File: config.mk
export PLATFORM = sky130hd
export DESIGN_NAME = rprq_ctrl
export DESIGN_NICKNAME = d
export VERILOG_FILES = /design/src/rtl/rprq_pkg.sv /design/src/rtl/rprq_ctrl.sv
export SDC_FILE = /design/constraint.sdc
export NUM_CORES = 1
export LEC_CHECK = 0
export BUFFER_PORTS_ARGS = -buffer_cell sky130_fd_sc_hd__buf_2
export CAP_MARGIN = 5
export CORE_UTILIZATION = 48
export CTS_BUF_LIST = sky130_fd_sc_hd__clkbuf_8 sky130_fd_sc_hd__clkbuf_16
export DETAILED_ROUTE_END_ITERATION = 16
export PLACE_DENSITY = 0.9
export SLEW_MARGIN = 20
export SYNTH_ARGS = -nofsm -noshare
export SYNTH_HDL_FRONTEND = slang
export SYNTH_SLANG_ARGS = --single-unit
export TNS_END_PERCENT = 20
File: constraint.sdc
create_clock -name clock -period 2.1 [get_ports clock]
set_clock_uncertainty 0.15 [all_clocks]
set_input_delay 0.105 -clock clock [delete_from_list [all_inputs] [get_ports clock]]
set_output_delay 0.105 -clock clock [all_outputs]
set_load 0.005 [all_outputs]
File: src/rtl/rprq_pkg.sv
`default_nettype none
package rprq_pkg;

   localparam int REQ_W  = 2;
   localparam int ID_W   = 5;
   localparam int PRIO_W = 7;
   localparam int RAND_W = 15;
   localparam int STAT_W = 2;

   typedef enum logic [REQ_W-1:0] {
      REQ_INSERT   = 2'd0,
      REQ_REMOVE   = 2'd1,
      REQ_SCHEDULE = 2'd2,
      REQ_NOP      = 2'd3
   } req_code_type;

   typedef enum logic [STAT_W-1:0] {
      ST_OK     = 2'd0,
      ST_FULL   = 2'd1,
      ST_ABSENT = 2'd2
   } status_code_type;

   typedef enum logic [1:0] {
      RK_PLAIN  = 2'd0,
      RK_EMPTY  = 2'd1,
      RK_KEEP   = 2'd2,
      RK_SWITCH = 2'd3
   } res_kind_type;

   typedef enum logic [1:0] {
      TGT_REQ  = 2'd0,
      TGT_PICK = 2'd1,
      TGT_CUR  = 2'd2
   } tsel_type;

   typedef struct packed {
      logic            latch;
      logic            walk_start;
      logic            step;
      logic            track;
      logic            sched_init;
      logic            tload;
      tsel_type        tsel;
      logic            unlink_wr;
      logic            link_wr_entry;
      logic            link_wr_prev;
      logic            out_load;
      res_kind_type    kind;
      status_code_type status;
   } cmd_type;

   typedef struct packed {
      req_code_type req_code;
      logic         pid_ok;
      logic         pid_present;
      logic         cur_ok;
      logic         cur_present;
      logic         cur_running;
      logic         full;
      logic         head_nil;
      logic         cur_nil;
      logic         hit;
      logic         key_lt;
      logic         prev_nil;
      logic         preempt;
   } stat_type;

endpackage
`default_nettype wire

File: src/rtl/rprq_ctrl.sv
`default_nettype none
module rprq_ctrl import rprq_pkg::*; (
   input  logic     clock,
   input  logic     reset,
   input  logic     req_valid,
   output logic     req_ready,
   output logic     rsp_valid,
   input  logic     rsp_ready,
   output cmd_type  cmd,
   input  stat_type stat
);

   typedef enum logic [3:0] {
      S_IDLE, S_DECODE, S_U_START, S_U_CHK, S_L_START, S_L_CHK, S_L_W1, S_L_W2,
      S_S_START, S_S_CHK, S_S_DEC, S_R_CHECK, S_FIN
   } state_type;

   typedef enum logic [1:0] {CTX_INS, CTX_REM, CTX_PICK, CTX_CUR} ctx_type;

   state_type       state_ff, state_in;
   ctx_type         ctx_ff, ctx_in;
   res_kind_type    kind_ff, kind_in;
   status_code_type code_ff, code_in;
   logic            rsp_valid_ff, rsp_valid_in;

   assign req_ready = state_ff == S_IDLE;
   assign rsp_valid = rsp_valid_ff;

   always_comb begin
      cmd          = '0;
      state_in     = state_ff;
      ctx_in       = ctx_ff;
      kind_in      = kind_ff;
      code_in      = code_ff;
      rsp_valid_in = rsp_valid_ff && !rsp_ready;
      unique case (state_ff)
         S_IDLE: begin
            if (req_valid) begin
               cmd.latch = 1'b1;
               state_in  = S_DECODE;
            end
         end
         S_DECODE: begin
            kind_in  = RK_PLAIN;
            code_in  = ST_OK;
            cmd.tsel = TGT_REQ;
            state_in = S_FIN;
            unique case (stat.req_code)
               REQ_INSERT: begin
                  if (!stat.pid_ok) begin
                     code_in = ST_FULL;
                  end else if (stat.pid_present) begin
                     cmd.tload = 1'b1;
                     ctx_in    = CTX_INS;
                     state_in  = S_U_START;
                  end else if (stat.full) begin
                     code_in = ST_FULL;
                  end else begin
                     cmd.tload = 1'b1;
                     ctx_in    = CTX_INS;
                     state_in  = S_L_START;
                  end
               end
               REQ_REMOVE: begin
                  if (!stat.pid_present) begin
                     code_in = ST_ABSENT;
                  end else begin
                     cmd.tload = 1'b1;
                     ctx_in    = CTX_REM;
                     state_in  = S_U_START;
                  end
               end
               REQ_SCHEDULE: begin
                  if (stat.head_nil) begin
                     kind_in = RK_EMPTY;
                  end else begin
                     state_in = S_S_START;
                  end
               end
               default: begin
                  state_in = S_FIN;
               end
            endcase
         end
         S_U_START: begin
            cmd.walk_start = 1'b1;
            state_in       = S_U_CHK;
         end
         S_U_CHK: begin
            if (!stat.cur_nil && !stat.hit) begin
               cmd.step = 1'b1;
            end else begin
               cmd.unlink_wr = !stat.cur_nil;
               unique case (ctx_ff)
                  CTX_INS, CTX_CUR: state_in = S_L_START;
                  CTX_REM: state_in = S_FIN;
                  default: state_in = S_R_CHECK;
               endcase
            end
         end
         S_L_START: begin
            cmd.walk_start = 1'b1;
            state_in       = S_L_CHK;
         end
         S_L_CHK: begin
            if (!stat.cur_nil && stat.key_lt) begin
               cmd.step = 1'b1;
            end else begin
               state_in = S_L_W1;
            end
         end
         S_L_W1: begin
            cmd.link_wr_entry = 1'b1;
            state_in          = stat.prev_nil ? S_FIN : S_L_W2;
         end
         S_L_W2: begin
            cmd.link_wr_prev = 1'b1;
            state_in         = S_FIN;
         end
         S_S_START: begin
            cmd.walk_start = 1'b1;
            cmd.sched_init = 1'b1;
            state_in       = S_S_CHK;
         end
         S_S_CHK: begin
            if (stat.cur_nil) begin
               state_in = S_S_DEC;
            end else begin
               cmd.step  = 1'b1;
               cmd.track = 1'b1;
            end
         end
         S_S_DEC: begin
            if (stat.preempt) begin
               kind_in  = RK_KEEP;
               state_in = S_FIN;
            end else begin
               cmd.tload = 1'b1;
               cmd.tsel  = TGT_PICK;
               ctx_in    = CTX_PICK;
               kind_in   = RK_SWITCH;
               state_in  = S_U_START;
            end
         end
         S_R_CHECK: begin
            if (stat.cur_running && stat.cur_ok) begin
               cmd.tload = 1'b1;
               cmd.tsel  = TGT_CUR;
               ctx_in    = CTX_CUR;
               state_in  = stat.cur_present ? S_U_START : S_L_START;
            end else begin
               state_in = S_FIN;
            end
         end
         S_FIN: begin
            cmd.kind   = kind_ff;
            cmd.status = code_ff;
            if (!rsp_valid_ff || rsp_ready) begin
               cmd.out_load = 1'b1;
               rsp_valid_in = 1'b1;
               state_in     = S_IDLE;
            end
         end
         default: begin
            state_in = S_IDLE;
         end
      endcase
   end

   always_ff @(posedge clock) begin
      if (reset) begin
         state_ff     <= S_IDLE;
         ctx_ff       <= CTX_INS;
         kind_ff      <= RK_PLAIN;
         code_ff      <= ST_OK;
         rsp_valid_ff <= 1'b0;
      end else begin
         state_ff     <= state_in;
         ctx_ff       <= ctx_in;
         kind_ff      <= kind_in;
         code_ff      <= code_in;
         rsp_valid_ff <= rsp_valid_in;
      end
   end

   a_accept_decode: assert property (@(posedge clock) disable iff (reset)
      (req_valid && req_ready) |=> (state_ff == S_DECODE))
      else $error("accepted beat did not move to decode");

   a_load_valid: assert property (@(posedge clock) disable iff (reset)
      cmd.out_load |=> rsp_valid_ff)
      else $error("result loaded without valid");

   a_w2_prev: assert property (@(posedge clock) disable iff (reset)
      (state_ff == S_L_W2) |-> !stat.prev_nil)
      else $error("predecessor write with no predecessor");

   a_one_write: assert property (@(posedge clock) disable iff (reset)
      !(cmd.unlink_wr && (cmd.link_wr_entry || cmd.link_wr_prev)))
      else $error("two list writes in one cycle");

endmodule
`default_nettype wire

## Word-level counts from Yosys, hierarchy flattened

Cells that the tools add are included.

- Flip-flop bits (word level): 11
- Input bits: 18
- Output and inout port bits: 18
- Word-level logic and storage cells: 109

- Equality and inequality tests: 27
- Muxes and demuxes: 59
- Reductions and logical operators: 18

Operators with widths:

| cell | count |
|---|---|
| 4-bit case mux with 13 select lines | 1 |
| 4-bit two-way mux | 12 |
| 1-bit two-way mux | 23 |
| 4-bit equality test (second input constant) | 5 |
| 2-bit two-way mux | 9 |
| 4-bit by 3-bit equality test with 1-bit output (second input constant) | 4 |
| 2-bit inequality test (second input constant) | 7 |
| 3-bit two-way mux | 4 |
| 2-bit case mux with 2 select lines | 3 |
| 4-bit case mux with 3 select lines | 1 |
| 3-bit case mux with 3 select lines | 1 |
| 4-bit by 2-bit equality test with 1-bit output (second input constant) | 2 |
| 4-bit case mux with 2 select lines | 1 |
| 7-bit AND reduction | 1 |
| 3-bit inequality test (second input constant) | 2 |
| 2-bit case mux with 3 select lines | 1 |
| 5-bit two-way mux | 1 |
| 5-bit AND reduction | 1 |
| 2-bit by 1-bit equality test with 1-bit output (second input constant) | 2 |
| 2-bit equality test (second input constant) | 2 |
| 4-bit by 1-bit equality test with 1-bit output (second input constant) | 1 |
| 1-bit logical AND | 4 |
| 1-bit zero test | 4 |
| 2-bit zero test | 2 |
| other kinds (10) | 10 |

## Longest topological paths before layout

- Word-level depth: 5
- Gate-level depth with buffers: 7
- Depth with buffers taken out: 7

## Worst setup path after synthesis

OpenSTA, ideal clock, no wires.

- Kind: flip-flop to flip-flop
- Start point: register state_ff[3]
- End point: register ctx_ff[1]
- Library setup time: 0.073 ns
- Arrival: 1.648 ns
- Required time: 1.877 ns
- Slack: 0.229 ns
- Cell stages (with the launch flop): 8
- Path buffers: 2
- Period minus slack after synthesis: 1.871 ns
- Path through: dfxtp_1 buf_6 or4b_4 buf_6 nor4_4 or3_2 nor2_1 nor3_2

- Longest elaborated chain between the ends: 3
- Elaborated cells between the ends (all ways): 12
- Those cells by class: 9 x eq/ne; 1 x mux; 2 x reduce/logical

RTL lines:

| what | line | text |
|---|---|---|
| start: declaration | rprq_ctrl.sv:20 | `state_type state_ff, state_in;` |
| start signal: assignment | rprq_ctrl.sv:178 | `state_ff <= state_in;` |
| 4-bit by 1-bit equality test with 1-bit output or 4-bit equality test (tied branches) | rprq_ctrl.sv:36 | `unique case (state_ff)` |
| 4-bit inequality test (no line) (tied with other cells) | - |  |
| 7-bit AND reduction (no line) | - |  |
| end signal: assignment | rprq_ctrl.sv:179 | `ctx_ff <= ctx_in;` |
| end: declaration | rprq_ctrl.sv:21 | `ctx_type ctx_ff, ctx_in;` |

Several ways; a longest one is shown, not always the timed one.
A chain may end at the register's enable or synchronous reset.

==> results_dict.tcl <==
set metrics [dict create \
    grtUsageMet3_pct 5.49 \
    die_h_um 46.5 \
    power_frac_seq_pct 26.0 \
    grt_pass1_vias 942 \
    fp.coreArea_mm2 0.00178 \
    worst_ep_arrival_time_ns 1.79 \
    drive_above_1_share_pct 35.5 \
    worst_pin_slew_ns 0.413 \
    synth.cell_area_um2 950 \
    overflow 0 \
    min_to "state_ff[1]" \
    timing.rr.end "ctx_ff[0]" \
    initial_utilization_pct 53.3 \
    async_reset_ff_share_pct 0 \
    status "complete, no violations" \
    htreeDepth 1 \
    clk-insertion-delay-late_ns 0.25 \
    slowest_stage "or4b_4" \
    fin_crit_ns 2.04 \
    final_common_cell "buf_2" \
    finalCritPeriodShare_pct 97.3 \
    n_antenna_cell 0 \
    via_per_inst 5.71 \
    wl_per_cell_um 13.1 \
    cts_tree "built" \
    dp_slack_ns 0.154 \
    worst-path-max-fanout 7 \
    hold_viol_final 0 \
    powerDensity_mw_per_mm2 1040 \
    path_cells "or4b_4, nor4_4, or3_4, buf_2" \
    yosysWarnings 0 \
    fin_ws_ns 0.0557 \
    antenna_left 0 \
    rows 15 \
    dr.pass1.iters 4 \
    power_leakage_nw 0.573 \
    path_class "reg2out" \
    busiest_layer "met2" \
    p_sw_w 0.000536 \
    fin_util_pct 70.6 \
    hold_depth 3 \
    synthCells 127 \
    r2r_slack_ns 0.20 \
    peakVddDrop_v 0.000767 \
    setup_viol 0 \
    place_congestion 0.882 \
    dieArea_mm2 0.00216 \
    multi_input_area_um2 663 \
    clock-sinks 11 \
    sw_frac_of_total_pct 40.8 \
    fp.dieW_um 46.5 \
    hold_class "in2reg" \
    endpoint_kind "output pin" \
    drt-initial-drc-count 12 \
    critPathRequiredTime_ns 1.85 \
    clockBufferDepth 2 \
    port_buffers 35 \
    slew_headroom_pct 72.1 \
    ctsHoldBuffers 0 \
    power.share.combinational_pct 57.4 \
    clk_pin_slew_ns 0.05 \
    drt-total-wl_um 2550 \
    grt_util_met2_pct 43.6 \
    drc 0 \
    nNetsFinal 189 \
    slowest_delay_ns 0.57 \
    clkPwrFrac_pct 16.6 \
    r2r_start "state_ff[1]" \
    layout_common_cells "35 x buf_2, 16 x nor2_1, 13 x buf_4" \
    antenna_found_initial 0 \
    vias 1108 \
    fill_cells 164 \
    startpoint_type "flop" \
    maxSlewViolCount 0 \
    dpl.hpwl_um 1840 \
    internal_power_w 0.000777 \
    synth_seq_cells 11 \
    regArea_um2 231 \
    yosys_most_used_dff "dfxtp_1" \
    cts_buffers 3 \
    ios 36 \
    rr_worst_depth 6 \
    grt_first_pass_wirelength_um 3860 \
    track_usage_pct 25.5 \
    maxClockFrequency_mhz 489 \
    syn_to_final_growth_pct 32.5 \
    max_cap_viol_count 0 \
    seq_area_frac_synth_pct 23.2 \
    grt_max_degree 17 \
    syn_nets 146 \
    synth_cell_types 44 \
    cts-root-buf "clkbuf_8" \
    use_met1_pct 29.8 \
    hp-start "stat[4]" \
    synth-edff-count 0 \
    syn_avg_cell_area_um2 7.48 \
]
-- critical path, delay by kind of cell, from the launching register on --
kind          cells  cell delay (ns)
buf+inv           1             0.10
flops             1             0.36
simple gates      3             1.08
-- sequential cells by signal, indices dropped and copies added (netlist names) --
signal     count
rsp_valid      1
state_ff       4
code_ff        2
ctx_ff         2
kind_ff        2
-- stage by stage --
step,std cells,cell area [µm²],total power (W),TNS [ns],hold slack (ns)
5_1_grt,194,1260,0.00140,-0.00362,0.0448
4_1_cts,190,1220,0.00127,0,0.0383
2_1_floorplan,127,950,0.000844,0,0.0954
3_3_place_gp,185,1160,0.00101,0,0.273
6_report,194,1260,0.00131,0,0.0244
3_5_place_dp,185,1160,0.00103,0,0.290
-- power groups by stage --
stage	Clock, W	Combinational [W]	Sequential, W
after global placement	0	0.000686	0.000325
final	0.000218	0.000754	0.000341
after detailed placement	0	0.000699	0.000334
after floorplan	0	0.000569	0.000275
after global routing	0.000224	0.000829	0.000351
after CTS	0.000216	0.000724	0.000334
-- worst max path at each step --
stage	startpoint	to	slack, ns	cells past startpoint
6_report	state_ff[1]	cmd[10]	0.06	4
5_1_grt	state_ff[2]	cmd[10]	-0.004	4
4_1_cts	state_ff[3]	cmd[10]	0.03	4
3_5_place_dp	state_ff[2]	ctx_ff[1]	0.15	5
3_3_place_gp	state_ff[2]	cmd[10]	0.22	4
2_1_floorplan	state_ff[3]	ctx_ff[1]	0.23	7
-- layer usage --
metal,vias up,routed length (µm)
met1,499,1130
met5,-,0
met3,5,150
met4,0,39
li1,557,-
met2,47,1230
-- what timing repair did --
| item | in CTS | in global routing |
|---|---|---|
| endpoints found under the setup margin | 1 | 1 |
| pin swaps | 2 | 3 |
| resized for setup | 2 | 5 |
| setup buffers | 1 | 4 |
-- cell families after synthesis --
group	Yosys count	share of synthesized area, %
compound gates	36	26.4
simple gates	65	41.8
flops	11	23.2
buf+inv	14	7.38
fa+ha+maj	1	1.32
-- cell usage after synthesis (2+ instances only) --
cell type / number / share of area [%]
clkbuf_1: 6 / 2.4
a21oi_1: 12 / 6.3
inv_1: 4 / 1.6
o31a_1: 2 / 1.8
nor2b_1: 5 / 3.3
nor2_1: 16 / 6.3
a211oi_1: 2 / 1.6
dfxtp_1: 11 / 23
buf_2: 2 / 1.1
o221ai_1: 2 / 1.8
nor3_1: 2 / 1.1
nand2_1: 7 / 2.8
nor4_1: 2 / 1.3
and2_1: 7 / 4.6
o22ai_1: 2 / 1.3
nor4bb_1: 2 / 2.1
nor3b_1: 7 / 5.5
buf_6: 2 / 2.4
a31oi_1: 2 / 1.3
o21ai_0: 2 / 1.1
nand2b_1: 7 / 4.6
-- final cells by class --
cell class                      instances  area share, %
Clock buffer                            3           3.28
Sequential cell                        11           18.4
Multi-Input combinational cell        102           52.7
Inverter                                4           1.19
Timing Repair Buffer                   48           21.7
Tap cell                               25           2.49
Clock inverter                          1          0.298
Note: power is estimated with default switching activity, not from simulation.
