### src/rtl/rprq_pkg.sv
`default_nettype none
package rprq_pkg;

   localparam int REQ_W  = 2;
   localparam int ID_W   = 5;
   localparam int PRIO_W = 7;
   localparam int RAND_W = 15;
   localparam int STAT_W = 2;

   typedef enum logic [REQ_W-1:0] {
      REQ_INSERT   = 2'd0,
      REQ_REMOVE   = 2'd1,
      REQ_SCHEDULE = 2'd2,
      REQ_NOP      = 2'd3
   } req_code_type;

   typedef enum logic [STAT_W-1:0] {
      ST_OK     = 2'd0,
      ST_FULL   = 2'd1,
      ST_ABSENT = 2'd2
   } status_code_type;

   typedef enum logic [1:0] {
      RK_PLAIN  = 2'd0,
      RK_EMPTY  = 2'd1,
      RK_KEEP   = 2'd2,
      RK_SWITCH = 2'd3
   } res_kind_type;

   typedef enum logic [1:0] {
      TGT_REQ  = 2'd0,
      TGT_PICK = 2'd1,
      TGT_CUR  = 2'd2
   } tsel_type;

   typedef struct packed {
      logic            latch;
      logic            walk_start;
      logic            step;
      logic            track;
      logic            sched_init;
      logic            tload;
      tsel_type        tsel;
      logic            unlink_wr;
      logic            link_wr_entry;
      logic            link_wr_prev;
      logic            out_load;
      res_kind_type    kind;
      status_code_type status;
   } cmd_type;

   typedef struct packed {
      req_code_type req_code;
      logic         pid_ok;
      logic         pid_present;
      logic         cur_ok;
      logic         cur_present;
      logic         cur_running;
      logic         full;
      logic         head_nil;
      logic         cur_nil;
      logic         hit;
      logic         key_lt;
      logic         prev_nil;
      logic         preempt;
   } stat_type;

endpackage
`default_nettype wire

### src/rtl/rprq_datapath.sv
`default_nettype none
module rprq_datapath import rprq_pkg::*; #(
   parameter int MAX_PROCS = 32,
   parameter int FRAC_BITS = 8
) (
   input  logic              clock,
   input  logic              reset,
   input  cmd_type           cmd,
   output stat_type          stat,
   input  logic [REQ_W-1:0]  req_type,
   input  logic [ID_W-1:0]   proc_id,
   input  logic [PRIO_W-1:0] proc_prio,
   input  logic [RAND_W-1:0] rand_value,
   input  logic [ID_W-1:0]   cur_pid,
   input  logic [PRIO_W-1:0] cur_prio,
   input  logic              cur_running,
   output logic [ID_W-1:0]   next_pid,
   output logic              switched,
   output logic              queue_empty,
   output logic [STAT_W-1:0] status
);

   localparam int AW = $clog2(MAX_PROCS);
   localparam int PW = $clog2(MAX_PROCS + 1);
   localparam int FXW = PRIO_W + FRAC_BITS;
   localparam int CW = (FXW > RAND_W) ? FXW : RAND_W;
   localparam int IW = ((ID_W > PW) ? ID_W : PW) + 1;
   localparam logic [PW-1:0] NIL = PW'(MAX_PROCS);

   typedef struct packed {
      logic [PRIO_W-1:0] key;
      logic [PW-1:0]     nxt;
   } word_type;

   function automatic logic [CW-1:0] fx(input logic [PRIO_W-1:0] k);
      return CW'(k) << FRAC_BITS;
   endfunction

   word_type list_mem [MAX_PROCS];
   word_type rdata_ff;
   word_type mem_wdata;
   logic [AW-1:0] mem_waddr, mem_raddr;
   logic mem_we;

   logic [REQ_W-1:0]  rtype_ff;
   logic [ID_W-1:0]   pid_ff, cpid_ff;
   logic [PRIO_W-1:0] prio_ff, cprio_ff;
   logic [RAND_W-1:0] rand_ff;
   logic              crun_ff;

   logic [PW-1:0] head_ff, count_ff, cur_ff, prev_ff, tgt_ff;
   logic [PRIO_W-1:0] prev_key_ff, tgt_key_ff;
   logic [MAX_PROCS-1:0] present_ff;

   logic found_ff, done_ff;
   logic [PW-1:0] pick_ff, tail_ff;
   logic [PRIO_W-1:0] pkey_ff, tkey_ff;
   logic [PW-1:0] pick_sel;
   logic [PRIO_W-1:0] pkey_sel;
   logic [CW-1:0] rv_c, cfx;

   logic [ID_W-1:0]   next_pid_ff;
   logic              switched_ff, empty_ff;
   logic [STAT_W-1:0] status_ff;

   assign pick_sel = found_ff ? pick_ff : tail_ff;
   assign pkey_sel = found_ff ? pkey_ff : tkey_ff;
   assign rv_c     = CW'(rand_ff);
   assign cfx      = fx(cprio_ff);

   always_comb begin
      stat.req_code    = req_code_type'(rtype_ff);
      stat.pid_ok      = IW'(pid_ff) < IW'(MAX_PROCS);
      stat.pid_present = stat.pid_ok && present_ff[AW'(pid_ff)];
      stat.cur_ok      = IW'(cpid_ff) < IW'(MAX_PROCS);
      stat.cur_present = stat.cur_ok && present_ff[AW'(cpid_ff)];
      stat.cur_running = crun_ff;
      stat.full        = count_ff >= NIL;
      stat.head_nil    = head_ff == NIL;
      stat.cur_nil     = cur_ff == NIL;
      stat.hit         = cur_ff == tgt_ff;
      stat.key_lt      = rdata_ff.key < tgt_key_ff;
      stat.prev_nil    = prev_ff == NIL;
      stat.preempt     = crun_ff && (((cprio_ff < pkey_sel) && (rv_c < cfx)) ||
                                     ((cprio_ff > pkey_sel) && (rv_c > cfx)));
   end

   always_comb begin
      mem_we    = 1'b0;
      mem_waddr = AW'(prev_ff);
      mem_wdata = '{key: prev_key_ff, nxt: tgt_ff};
      if (cmd.unlink_wr && (prev_ff != NIL)) begin
         mem_we    = 1'b1;
         mem_wdata = '{key: prev_key_ff, nxt: rdata_ff.nxt};
      end
      if (cmd.link_wr_entry) begin
         mem_we    = 1'b1;
         mem_waddr = AW'(tgt_ff);
         mem_wdata = '{key: tgt_key_ff, nxt: cur_ff};
      end
      if (cmd.link_wr_prev) begin
         mem_we = 1'b1;
      end
      if (cmd.step) begin
         mem_raddr = AW'(rdata_ff.nxt);
      end else if (cmd.walk_start) begin
         mem_raddr = AW'(head_ff);
      end else begin
         mem_raddr = AW'(cur_ff);
      end
   end

   always_ff @(posedge clock) begin
      if (mem_we) begin
         list_mem[mem_waddr] <= mem_wdata;
      end
      rdata_ff <= list_mem[mem_raddr];
   end

   always_ff @(posedge clock) begin
      if (cmd.latch) begin
         rtype_ff <= req_type;
         pid_ff   <= proc_id;
         prio_ff  <= proc_prio;
         rand_ff  <= rand_value;
         cpid_ff  <= cur_pid;
         cprio_ff <= cur_prio;
         crun_ff  <= cur_running;
      end
      if (cmd.tload) begin
         case (cmd.tsel)
            TGT_REQ: begin
               tgt_ff     <= PW'(pid_ff);
               tgt_key_ff <= prio_ff;
            end
            TGT_PICK: begin
               tgt_ff     <= pick_sel;
               tgt_key_ff <= pkey_sel;
            end
            TGT_CUR: begin
               tgt_ff     <= PW'(cpid_ff);
               tgt_key_ff <= cprio_ff;
            end
            default: begin
               tgt_ff     <= tgt_ff;
               tgt_key_ff <= tgt_key_ff;
            end
         endcase
      end
      if (cmd.walk_start) begin
         cur_ff  <= head_ff;
         prev_ff <= NIL;
      end
      if (cmd.step) begin
         prev_ff     <= cur_ff;
         prev_key_ff <= rdata_ff.key;
         cur_ff      <= rdata_ff.nxt;
      end
      if (cmd.sched_init) begin
         found_ff <= 1'b0;
         done_ff  <= 1'b0;
      end
      if (cmd.step && cmd.track) begin
         tail_ff <= cur_ff;
         tkey_ff <= rdata_ff.key;
         if (!found_ff && (fx(rdata_ff.key) > rv_c)) begin
            found_ff <= 1'b1;
            pick_ff  <= cur_ff;
            pkey_ff  <= rdata_ff.key;
         end else if (found_ff && !done_ff) begin
            if (rdata_ff.key == pkey_ff) begin
               pick_ff <= cur_ff;
            end else begin
               done_ff <= 1'b1;
            end
         end
      end
      if (cmd.out_load) begin
         status_ff   <= cmd.status;
         next_pid_ff <= '0;
         switched_ff <= 1'b0;
         empty_ff    <= 1'b0;
         case (cmd.kind)
            RK_EMPTY: begin
               next_pid_ff <= cpid_ff;
               empty_ff    <= 1'b1;
            end
            RK_KEEP: begin
               next_pid_ff <= cpid_ff;
            end
            RK_SWITCH: begin
               next_pid_ff <= ID_W'(pick_sel);
               switched_ff <= 1'b1;
            end
            default: begin
               next_pid_ff <= '0;
            end
         endcase
      end
   end

   always_ff @(posedge clock) begin
      if (reset) begin
         head_ff    <= NIL;
         count_ff   <= '0;
         present_ff <= '0;
      end else begin
         if (cmd.unlink_wr) begin
            if (prev_ff == NIL) begin
               head_ff <= rdata_ff.nxt;
            end
            present_ff[AW'(tgt_ff)] <= 1'b0;
            if (count_ff != '0) begin
               count_ff <= count_ff - PW'(1);
            end
         end
         if (cmd.link_wr_entry) begin
            if (prev_ff == NIL) begin
               head_ff <= tgt_ff;
            end
            present_ff[AW'(tgt_ff)] <= 1'b1;
            count_ff <= count_ff + PW'(1);
         end
      end
   end

   assign next_pid    = next_pid_ff;
   assign switched    = switched_ff;
   assign queue_empty = empty_ff;
   assign status      = status_ff;

endmodule
`default_nettype wire

### config.mk
export PLATFORM = sky130hd
export DESIGN_NAME = rprq_datapath
export DESIGN_NICKNAME = d
export VERILOG_FILES = /design/src/rtl/rprq_pkg.sv /design/src/rtl/rprq_datapath.sv
export SDC_FILE = /design/constraint.sdc
export NUM_CORES = 1
export LEC_CHECK = 0
export ABC_CLOCK_PERIOD_IN_PS = 3350
export BUFFER_PORTS_ARGS = -buffer_cell sky130_fd_sc_hd__buf_2
export CELL_PAD_IN_SITES_DETAIL_PLACEMENT = 0
export CELL_PAD_IN_SITES_GLOBAL_PLACEMENT = 1
export CORE_ASPECT_RATIO = 2
export CORE_MARGIN = 2
export CORE_UTILIZATION = 40
export CTS_CLUSTER_DIAMETER = 80
export DETAILED_ROUTE_END_ITERATION = 6
export PLACE_DENSITY_LB_ADDON = 0.2
export SETUP_SLACK_MARGIN = 0.3
export SKIP_CTS_REPAIR_TIMING = 1
export SLEW_MARGIN = 40
export SYNTH_ARGS = -nofsm -noshare
export SYNTH_HDL_FRONTEND = slang
export SYNTH_SLANG_ARGS = --single-unit
### constraint.sdc
create_clock -name clock -period 3.35 [get_ports clock]
set_clock_uncertainty 0.2 [all_clocks]
set_input_delay 0.1675 -clock clock [delete_from_list [all_inputs] [get_ports clock]]
set_output_delay 0.1675 -clock clock [all_outputs]
set_load 0.01 [all_outputs]
-- Word-level counts from Yosys, hierarchy flattened
Memories as Yosys holds them, arrays and structs flattened. A register that Yosys moved wholly into a read port is not among the register bits.
Cells that the tools add are included.
- flip-flop bits (word level): 155
- latch bits: 0
- bits in writable memories: 416
- bits in read-only memories: 0
- bits of input ports: 60
- output and inout bits: 23
- logic and storage cells: 125
- memories kept: 1
- memory list (memory ; depth ; width ; read ports ; clocked after memory_dff ; wr ports ; RTL line ; RTL):
    list_mem ; 32 ; 13 ; 1 ; 1 ; 1 ; rprq_datapath.sv:39 ; word_type list_mem [MAX_PROCS];
- add/sub/neg operators: 2
- multipliers: 0
- div/mod/pow operators: 0
- $lt $le $gt $ge: 11
- equality and inequality tests: 11
- shift operators: 0
- multiplexer cells: 48
- bitwise logic cells: 3
- reduce and logical (&&, ||, !) cells: 24
- operators with widths (kind ; number):
    two-way mux 32 bit ; 3
    two-way mux 6 bit ; 16
    bitwise AND 32 bit ; 1
    inverter 32 bit ; 1
    bitwise OR 32 bit ; 1
    greater-than comparator 15 bit ; 2
    case mux 7 bit (3 select lines) ; 1
    == test 6 bit, second input constant ; 3
    less-than comparator 5 x 6 -> 1 bit, second input constant ; 3
    two-way mux 1 bit ; 18
    case mux 6 bit (3 select lines) ; 1
    less-than comparator 15 bit ; 1
    two-way mux 5 bit ; 3
    less-than comparator 7 bit ; 2
    two-way mux 13 bit ; 1
    binary-select mux 1 bit (select 5 bit) ; 2
    case mux 5 bit (2 select lines) ; 1
    nonzero test 2 bit ; 5
    logical AND 1 bit ; 8
    == test 7 bit ; 1
    greater-than comparator 7 bit ; 1
    two-way mux 7 bit ; 1
    adder 6 x 1 -> 6 bit, second input constant ; 1
    == test 2 bit, second input constant ; 3
    15 further kinds ; 19

-- Logic depth before layout (Yosys ltp)
Gate-level depths: netlist of the first run.
- word-level depth: 10
- depth in mapped cells: 10
- depth with buffers taken out: 8

-- Worst setup path before layout of the first run
No wires, ideal clock.
- kind: reg2reg
- start: register prev_ff[3]
- end: memory list_mem[0][0] (netlist bit) (data pin)
- library setup time: 0.454 ns
- arrival time: 2.725 ns
- required time: 2.696 ns
- slack: -0.029 ns
- cell stages (with the launch flop): 5
- buffers on the path: 0
- period minus slack after synthesis: 3.379 ns
- path through: edfxtp_1 or2_2 o41ai_4 mux2i_1 o21ai_0
- RTL lines (item ; RTL line ; RTL):
    start, declared ; rprq_datapath.sv:51 ; logic [PW-1:0] head_ff, count_ff, cur_ff, prev_ff, tgt_ff;
    start signal, assigned ; rprq_datapath.sv:155 ; prev_ff <= cur_ff;
    end, declared ; rprq_datapath.sv:39 ;

==> results of run 1 <==
-- final timing paths --
path                                    to  slack (ns)  cells after the start
setup / recovery                   stat[0]        0.26                      9
hold / removal    count_ff[5]$_SDFFE_PP0P_       -0.01                      3
setup reg to reg       rdata_ff[0]$_DFF_P_        0.40                      6
hold reg to reg            done_ff$_DFF_P_        0.29                      1
-- cells by family (layout without fill, tap and decap cells) --
| logic type | Yosys count | after routing | share of synthesized area (%) |
|---|---|---|---|
| compound gates | 310 | 312 | 7.71 |
| xor+xnor | 17 | 17 | 0.606 |
| fa+ha+maj | 38 | 38 | 1.97 |
| buf+inv | 130 | 361 | 2.60 |
| flops | 584 | 584 | 69.0 |
| mux | 227 | 227 | 10.4 |
| other cells | 1 | 2 | 0.0153 |
| simple gates | 446 | 446 | 7.71 |
-- cell type report --
cell class                 instances  area [µm²]  area share, %
sequential                       584       16900           59.3
multi-input combinational       1042        7090           24.8
timing repair buffer             228        1800           6.30
clock buffer                      63        1350           4.73
tap                              780         976           3.41
clock inverter                    33         282          0.985
inverter                          37         139          0.486
-- critical path, cell delays in order (launching register included) --
cell	delay (ns)
sky130_fd_sc_hd__dfxtp_2	0.47
sky130_fd_sc_hd__mux2i_1	0.28
sky130_fd_sc_hd__ha_1	0.27
sky130_fd_sc_hd__nor2b_1	0.13
sky130_fd_sc_hd__o21a_1	0.18
sky130_fd_sc_hd__o21a_1	0.17
sky130_fd_sc_hd__o21ai_0	0.18
sky130_fd_sc_hd__a21oi_1	0.12
sky130_fd_sc_hd__mux2i_1	0.17
sky130_fd_sc_hd__buf_2	0.15
-- per-stage QoR --
stage	util [%]	area (µm²)	hold slack (ns)	setup WS [ns]	std cells
floorplan	-	24600	0.0656	0.514	1754
global placement	43.2	26300	0.147	0.0280	2605
detailed placement	43.2	26300	0.146	0.0139	2605
CTS	45.9	27900	-0.487	-0.00559	2701
global route	47.0	28600	0.0123	0.0573	2767
finish	47.0	28600	-0.0101	0.264	2767
-- report_power, final --
part	switching, mW	internal [mW]
Sequential	0.391	8.79
Clock	2.64	3.19
Combinational	2.87	1.71
Total	5.91	13.7
-- flip-flops by register name, summed over array words and instances (netlist names), 2 cells and up --
register,flops
list_mem,416
tgt_key_ff,7
prev_key_ff,7
rdata_ff,13
cprio_ff,7
prio_ff,7
present_ff,32
cur_ff,6
count_ff,6
prev_ff,6
rand_ff,15
tkey_ff,7
tgt_ff,6
cpid_ff,5
pkey_ff,7
pick_ff,6
head_ff,6
tail_ff,6
pid_ff,5
status,2
rtype_ff,2
next_pid,5
-- cell usage after synthesis, types with 3 or more instances --
master / number
sky130_fd_sc_hd__edfxtp_1: 525
sky130_fd_sc_hd__nand2_1: 299
sky130_fd_sc_hd__mux2i_1: 181
sky130_fd_sc_hd__a21oi_1: 150
sky130_fd_sc_hd__nor2_1: 63
sky130_fd_sc_hd__o21ai_0: 60
sky130_fd_sc_hd__dfxtp_1: 59
sky130_fd_sc_hd__o32ai_1: 52
sky130_fd_sc_hd__clkbuf_1: 42
sky130_fd_sc_hd__ha_1: 37
sky130_fd_sc_hd__inv_1: 37
sky130_fd_sc_hd__mux2_2: 25
sky130_fd_sc_hd__buf_2: 22
sky130_fd_sc_hd__mux4_2: 20
sky130_fd_sc_hd__nor4_1: 18
sky130_fd_sc_hd__buf_4: 17
sky130_fd_sc_hd__nand3_1: 13
sky130_fd_sc_hd__a22oi_1: 11
sky130_fd_sc_hd__nor2b_1: 10
sky130_fd_sc_hd__xnor2_1: 10
sky130_fd_sc_hd__a21o_1: 9
sky130_fd_sc_hd__o21a_1: 9
sky130_fd_sc_hd__and2_1: 8
sky130_fd_sc_hd__buf_6: 8
sky130_fd_sc_hd__nand2b_1: 8
sky130_fd_sc_hd__xor2_1: 7
sky130_fd_sc_hd__a311oi_1: 5
sky130_fd_sc_hd__nand4_1: 5
sky130_fd_sc_hd__nor3_1: 5
sky130_fd_sc_hd__or2_2: 5
sky130_fd_sc_hd__buf_1: 4
sky130_fd_sc_hd__and3_1: 3
sky130_fd_sc_hd__nand3b_1: 3
-- layer usage --
metal / vias to the layer above / global-route usage, % / wire (µm)
li1: 6956 / - / -
met1: 7412 / 19.7 / 21600
met2: 352 / 40.4 / 37900
met3: 100 / 2.16 / 2230
met4: 0 / 7.55 / 2490
met5: - / 0 / 0
==> impl_summary.md, run 1 <==
Timing
Based on the critical path, the design can be clocked at up to 0.324 GHz. The routed design could run at a clock period as short as 3.09 ns. The max-slew violation total from the final report was 0. The worst max-slew margin expressed relative to the limit is between 40% and 50%.

Setup repair after global routing could not meet its margin everywhere. The measured slew at the worst slew-check pin is 0.851 ns. The hold slack is -0.0101 ns. After routing, the total negative slack on setup checks comes to 0 ns.

Of the available clock period, the critical path in the final layout requires 92.1%. The number of endpoints failing setup at the final stage is 0. The final count of hold timing violations came to 2.

GRT
Across every metal layer, demand over resource in global routing totals 19.8%. The number of antenna violations at the first check in global routing is 1. The global-route congestion overflow total is 0. Entering global routing, the biggest net connects 57 pins. The first global-routing pass estimated 92600 µm of wire. The via count of the first global-routing pass was ~15000.

Synthesis
Counting flops with a built-in enable in the synthesized netlist gives ~530. The number of library cell types mapped by synthesis is 51. The cell type with the highest aggregate area in the netlist is sky130_fd_sc_hd__edfxtp_1. The summed instance area of the synthesized netlist is 24600 µm². The post-synthesis register bit count is approximately 600. The register area share after synthesis is between 60% and 70%.

The cell count after synthesis is approximately 1800. The count of synthesis-stage warnings from yosys is 0. In the synthesized netlist the dominant register cell turns out to be sky130_fd_sc_hd__edfxtp_1.

The mean cell area of the mapped netlist is 14.0 µm². Of all flip-flops after synthesis, the portion carrying an async set or reset was 0%. The share of Yosys cell area claimed by the top area cell type is 64.2%.

By area the synthesized netlist is led by sky130_fd_sc_hd__edfxtp_1 (64%), sky130_fd_sc_hd__mux2i_1 (7.4%), sky130_fd_sc_hd__dfxtp_1 (4.8%).

Placed design
The estimated wirelength of the detail-placed design is 44200 µm. The congestion estimate from routability-driven global placement came to approximately 0.84. In this run the tool buffered the top-level ports with 80 buffer cells.

Power and ir drop
VDD sags by at most roughly 380 µV. The analysis attributes to cell leakage a power of 10.4 nW. The final total power is 19.6 mW.

In this run the power density over the cells is 686 nW/µm².

Routing
The vias per cell is 5.36. The average routed wire per standard cell is ~23 µm. The total detailed-routing wirelength is 64200 µm. The pre-antenna-repair detailed-routing pass consisted of 5 iterations.

In the routed design, unresolved DRC markers number 0. After the first detailed-routing iteration, the DRC count stood at 954. The number of antenna-violating nets in the routed design is 0. The via count of the routed design is about 15000.

Clock tree
The tree built by TritonCTS fans out to about 580 sinks. The clock tree synthesis step divided the H-tree into 2 levels. The TritonCTS clock tree is done. Clock tree synthesis inserted a total of 51 buffers. The clock passes through at most 3 buffers.

At the later pin of the worst-skew pair, clock insertion delay measures 0.60 ns. The clock-pin slew of the registers on the worst-case setup and hold paths is 0.07 ns. CTS placed an instance of sky130_fd_sc_hd__clkbuf_16 at the clock tree root.

Outcome
The checks that failed: hold timing. The run finished, with violations left.

Floorplanning
The floorplan has approximately 130 rows. Once the floorplan was initialized, standard cells occupied around two fifths of the core. The total die area is between 60000 and 70000 µm². The count of boundary I/O pins is 83. The height of the chip is roughly 350 µm. The placeable core region is 60900 µm².

In this run the horizontal extent of the chip is between 150 and 200 µm.

Setup path
In this run the critical register-to-register path is launched from cur_ff[1]$_DFFE_PP_. The endpoint type of the worst setup path is an output port. The worst setup path is launched from a register. The worst endpoint data arrival time is 2.72 ns. The most critical setup path has its startpoint at found_ff$_DFF_P_. The category of the most critical setup path is reg2out. The worst path required time is 2.98 ns.

The largest fanout on the critical path is 8.

Layout
The number of antenna diodes in the final layout is 0. The post-synthesis to final-layout area growth is 16.4%. The net total in the final layout is 2042.

The number of fill cells is 5337. The fraction of layout instances using a drive strength above 1 is 16.1%. Leaving out fill and tap cells, the most frequent cells in the layout are sky130_fd_sc_hd__edfxtp_1 (525), sky130_fd_sc_hd__nand2_1 (299), sky130_fd_sc_hd__mux2i_1 (180). The most common library cell in the layout ignoring fill and taps is sky130_fd_sc_hd__edfxtp_1.

Worst hold path
In this run the most critical hold path is launched from cmd[6]. The tightest min-delay check is of the in2reg type.

Run
The tool flagged a number of max-cap violations equal to 0.
Power figures use the tool's default switching activity.
==> run 2, diff against run 1 <==
--- a/config.mk
+++ b/config.mk
@@ -5,7 +5,7 @@
 export SDC_FILE = /design/constraint.sdc
 export NUM_CORES = 1
 export LEC_CHECK = 0
-export ABC_CLOCK_PERIOD_IN_PS = 3350
+export ABC_CLOCK_PERIOD_IN_PS = 2900
 export BUFFER_PORTS_ARGS = -buffer_cell sky130_fd_sc_hd__buf_2
 export CELL_PAD_IN_SITES_DETAIL_PLACEMENT = 0
 export CELL_PAD_IN_SITES_GLOBAL_PLACEMENT = 1
@@ -13,11 +13,12 @@
 export CORE_MARGIN = 2
 export CORE_UTILIZATION = 40
 export CTS_CLUSTER_DIAMETER = 80
+export CTS_CLUSTER_SIZE = 30
 export DETAILED_ROUTE_END_ITERATION = 6
 export PLACE_DENSITY_LB_ADDON = 0.2
 export SETUP_SLACK_MARGIN = 0.3
 export SKIP_CTS_REPAIR_TIMING = 1
-export SLEW_MARGIN = 40
+export SLEW_MARGIN = 5
 export SYNTH_ARGS = -nofsm -noshare
 export SYNTH_HDL_FRONTEND = slang
 export SYNTH_SLANG_ARGS = --single-unit
==> constraint.sdc (replaced) <==
create_clock -name clock -period 2.9 [get_ports clock]
set_clock_uncertainty 0.2 [all_clocks]
set_input_delay 0.145 -clock clock [delete_from_list [all_inputs] [get_ports clock]]
set_output_delay 0.145 -clock clock [all_outputs]
set_load 0.01 [all_outputs]
==> impl_summary.md, run 2 (synthesized netlist as in run 1, its figures left out) <==
Setup path
Following the worst setup path forward leads to its endpoint at stat[8]. The number of cells on the worst reg-to-reg path is 9. For the worst setup path, the data required time is approximately 2.6 ns. The worst endpoint data arrival time is 2.53 ns.

The largest fanout on the critical path is 10. STA classifies the critical path endpoint as an output port. In this run the worst setup path begins at cpid_ff[0]$_DFFE_PP_. The worst register-to-register path ends at rdata_ff[11]$_DFF_P_. The setup slack of the worst register-to-register path is roughly 0.35 ns. The launching point of the worst reg2reg path is cur_ff[0]$_DFFE_PP_. The worst setup path is launched from a register. The category of the most critical setup path is reg2out.

Floorplanning
The count of boundary I/O pins is 83. The total die area is 63500 µm². The placeable core region is 60900 µm². In this run the core area contains ~130 standard-cell rows. The initial utilization of the core area, before any placement, comes to 40.4%. The die is 354 µm tall. The floorplan die width is 179 µm.

Routing
The starting DRC count in detailed routing is 1000. After detailed routing, the number of remaining DRC violations is 0. The first detailed-routing pass ran for 5 iterations. The via count of the routed design is 14900. Dividing the detail-routed via count by the number of cells gives 5.40. The number of antenna-violating nets in the routed design is 0.

Dividing the detail-routed wire length by the instance count gives 24.1 µm. After detailed routing, the total wire length is 66500 µm.

Layout
More flip-flops sit in one register than any other, and that register is list_mem. The end-of-flow core utilization is 46.7%. The most common library cell in the layout ignoring fill and taps is sky130_fd_sc_hd__edfxtp_1. From synthesis to final layout, the design area changed by 15.7%.

The number of fill cells is 5317. The number of antenna diodes in the final layout is 0. In the layout the commonest cells are sky130_fd_sc_hd__edfxtp_1 (525), sky130_fd_sc_hd__nand2_1 (299), sky130_fd_sc_hd__mux2i_1 (175).

The flip-flop count of the largest register after layout is 416. The largest registers in the layout are list_mem x416, present_ff x32, rand_ff x15. Of the cells placed in the final design, the portion with a size suffix greater than 1 is between 10% and 20%. The net total in the final layout is 2064.

Clock tree
The TritonCTS clock tree is done. The clock net in this run drives a total of 584 sinks. The later-pin clock latency in the skew report is 0.60 ns. The cell sitting at the root of the clock tree is a sky130_fd_sc_hd__clkbuf_16. The clock-pin slew of the registers on the worst-case setup and hold paths is between 0.1 and 0.15 ns. The number of buffers inserted during clock tree synthesis is 23. The maximum level of the CTS H-tree is 1. The longest clock path from root to sink contains 3 buffers.

Timing
The max-slew violation total from the final report is 0. The hold slack is -0.0259 ns. The final count of hold timing violations is 2. The share of the cycle needed by the critical path after routing is ~100%. Setup repair after global routing could not meet its margin everywhere. The post-route minimum period is 2.88 ns. The number of endpoints failing setup at the final stage is 0. The measured slew at the worst slew-check pin is around 1 ns.

The highest clock frequency the design can meet is roughly 0.35 GHz. Headroom to the max-slew limit came out at 34.5%.

GRT
The number of antenna violations at the first check in global routing is 0. The global-route congestion overflow total is 0. The total routing usage reported by global routing is approximately 20%.

The via count of the first global-routing pass was 14900. The first global-routing pass estimated 94400 µm of wire. Entering global routing, the biggest net connects 70 pins.

Power and ir drop
In this run the power density over the cells is 729 nW/µm². The leakage power summed over all cells is 10.2 nW. The final total power is 20.7 mW. Across the VDD grid, the largest voltage drop is approximately 420 µV.

Placed design
Routability-driven placement finished with a final weighted congestion of about 0.84. After legalization and detailed placement, the total HPWL measured 46100 µm. The count of input and output buffers is 80.

Worst hold path
The worst hold path class is in2reg.

Outcome
The run finished, with violations left. The checks that failed: hold timing.

Run
The reported max-cap violation count is 0.
## run 2: cell count changes in the layout (fill, tap and decap cells not counted), sizes merged
cell,before,now
clkinv,26,1
buf,174,222
clkbuf,63,41
clkinvlp,1,0
o21a,11,10
bufinv,4,0
inv,39,38
dlygate4sd3,54,55
## run 2: worst max-delay path, stage by stage, from the launching register on
cell and delay (ns):
sky130_fd_sc_hd__edfxtp_1 0.40, sky130_fd_sc_hd__buf_12 0.15, sky130_fd_sc_hd__mux4_2 0.50, sky130_fd_sc_hd__mux4_2 0.47
sky130_fd_sc_hd__mux2_4 0.28, sky130_fd_sc_hd__buf_6 0.12
## run 2: stage by stage
| step | setup slack, ns | cells | instance area [µm²] | setup TNS (ns) | hold slack (ns) |
|---|---|---|---|---|---|
| CTS | -0.336 | 2682 | 27300 | -0.812 | -0.515 |
| global route | -0.0632 | 2762 | 28400 | -0.132 | 0.00507 |
| detailed placement | -0.0184 | 2641 | 26600 | -0.0184 | 0.123 |
| floorplan | 0.386 | 1754 | 24600 | 0 | 0.0427 |
| finish | 0.0238 | 2762 | 28400 | 0 | -0.0259 |
| global placement | 0.0930 | 2641 | 26600 | 0 | 0.126 |
## run 2: report_power, final
| part | switching [mW] | internal (mW) |
|---|---|---|
| Sequential | 0.450 | 10.2 |
| Combinational | 3.65 | 2.44 |
| Clock | 2.49 | 1.54 |
| Total | 6.59 | 14.1 |
## run 2: metal layers
metal | share of wire [%] | global-route usage (%) | vias up
met4 | 4.0 | 7.77 | 0
met5 | 0 | 0 | -
met3 | 3.2 | 1.68 | 91
li1 | - | - | 6957
met2 | 58 | 41.2 | 379
met1 | 35 | 20.5 | 7491
## run 2: how the worst min path moves through the flow
stage	from	endpoint	cells after the start
floorplan	cmd[11]	done_ff$_DFF_P_	1
global placement	cur_pid[2]	cpid_ff[2]$_DFFE_PP_	1
detailed placement	rand_value[11]	rand_ff[11]$_DFFE_PP_	1
CTS	cur_running	crun_ff$_DFFE_PP_	1
global route	cmd[13]	cur_ff[0]$_DFFE_PP_	3
finish	cmd[13]	cur_ff[3]$_DFFE_PP_	2
## run 2: area by class of cell
cell class | instances | area [µm²] | share of cell area, %
clock inverters | 2 | 21.3 | 0.0749
flip-flops and latches | 584 | 17000 | 59.7
clock buffers | 39 | 636 | 2.24
repair buffers | 279 | 2370 | 8.33
inverters | 37 | 139 | 0.489
well taps | 780 | 976 | 3.43
multi-input cells | 1041 | 7320 | 25.8
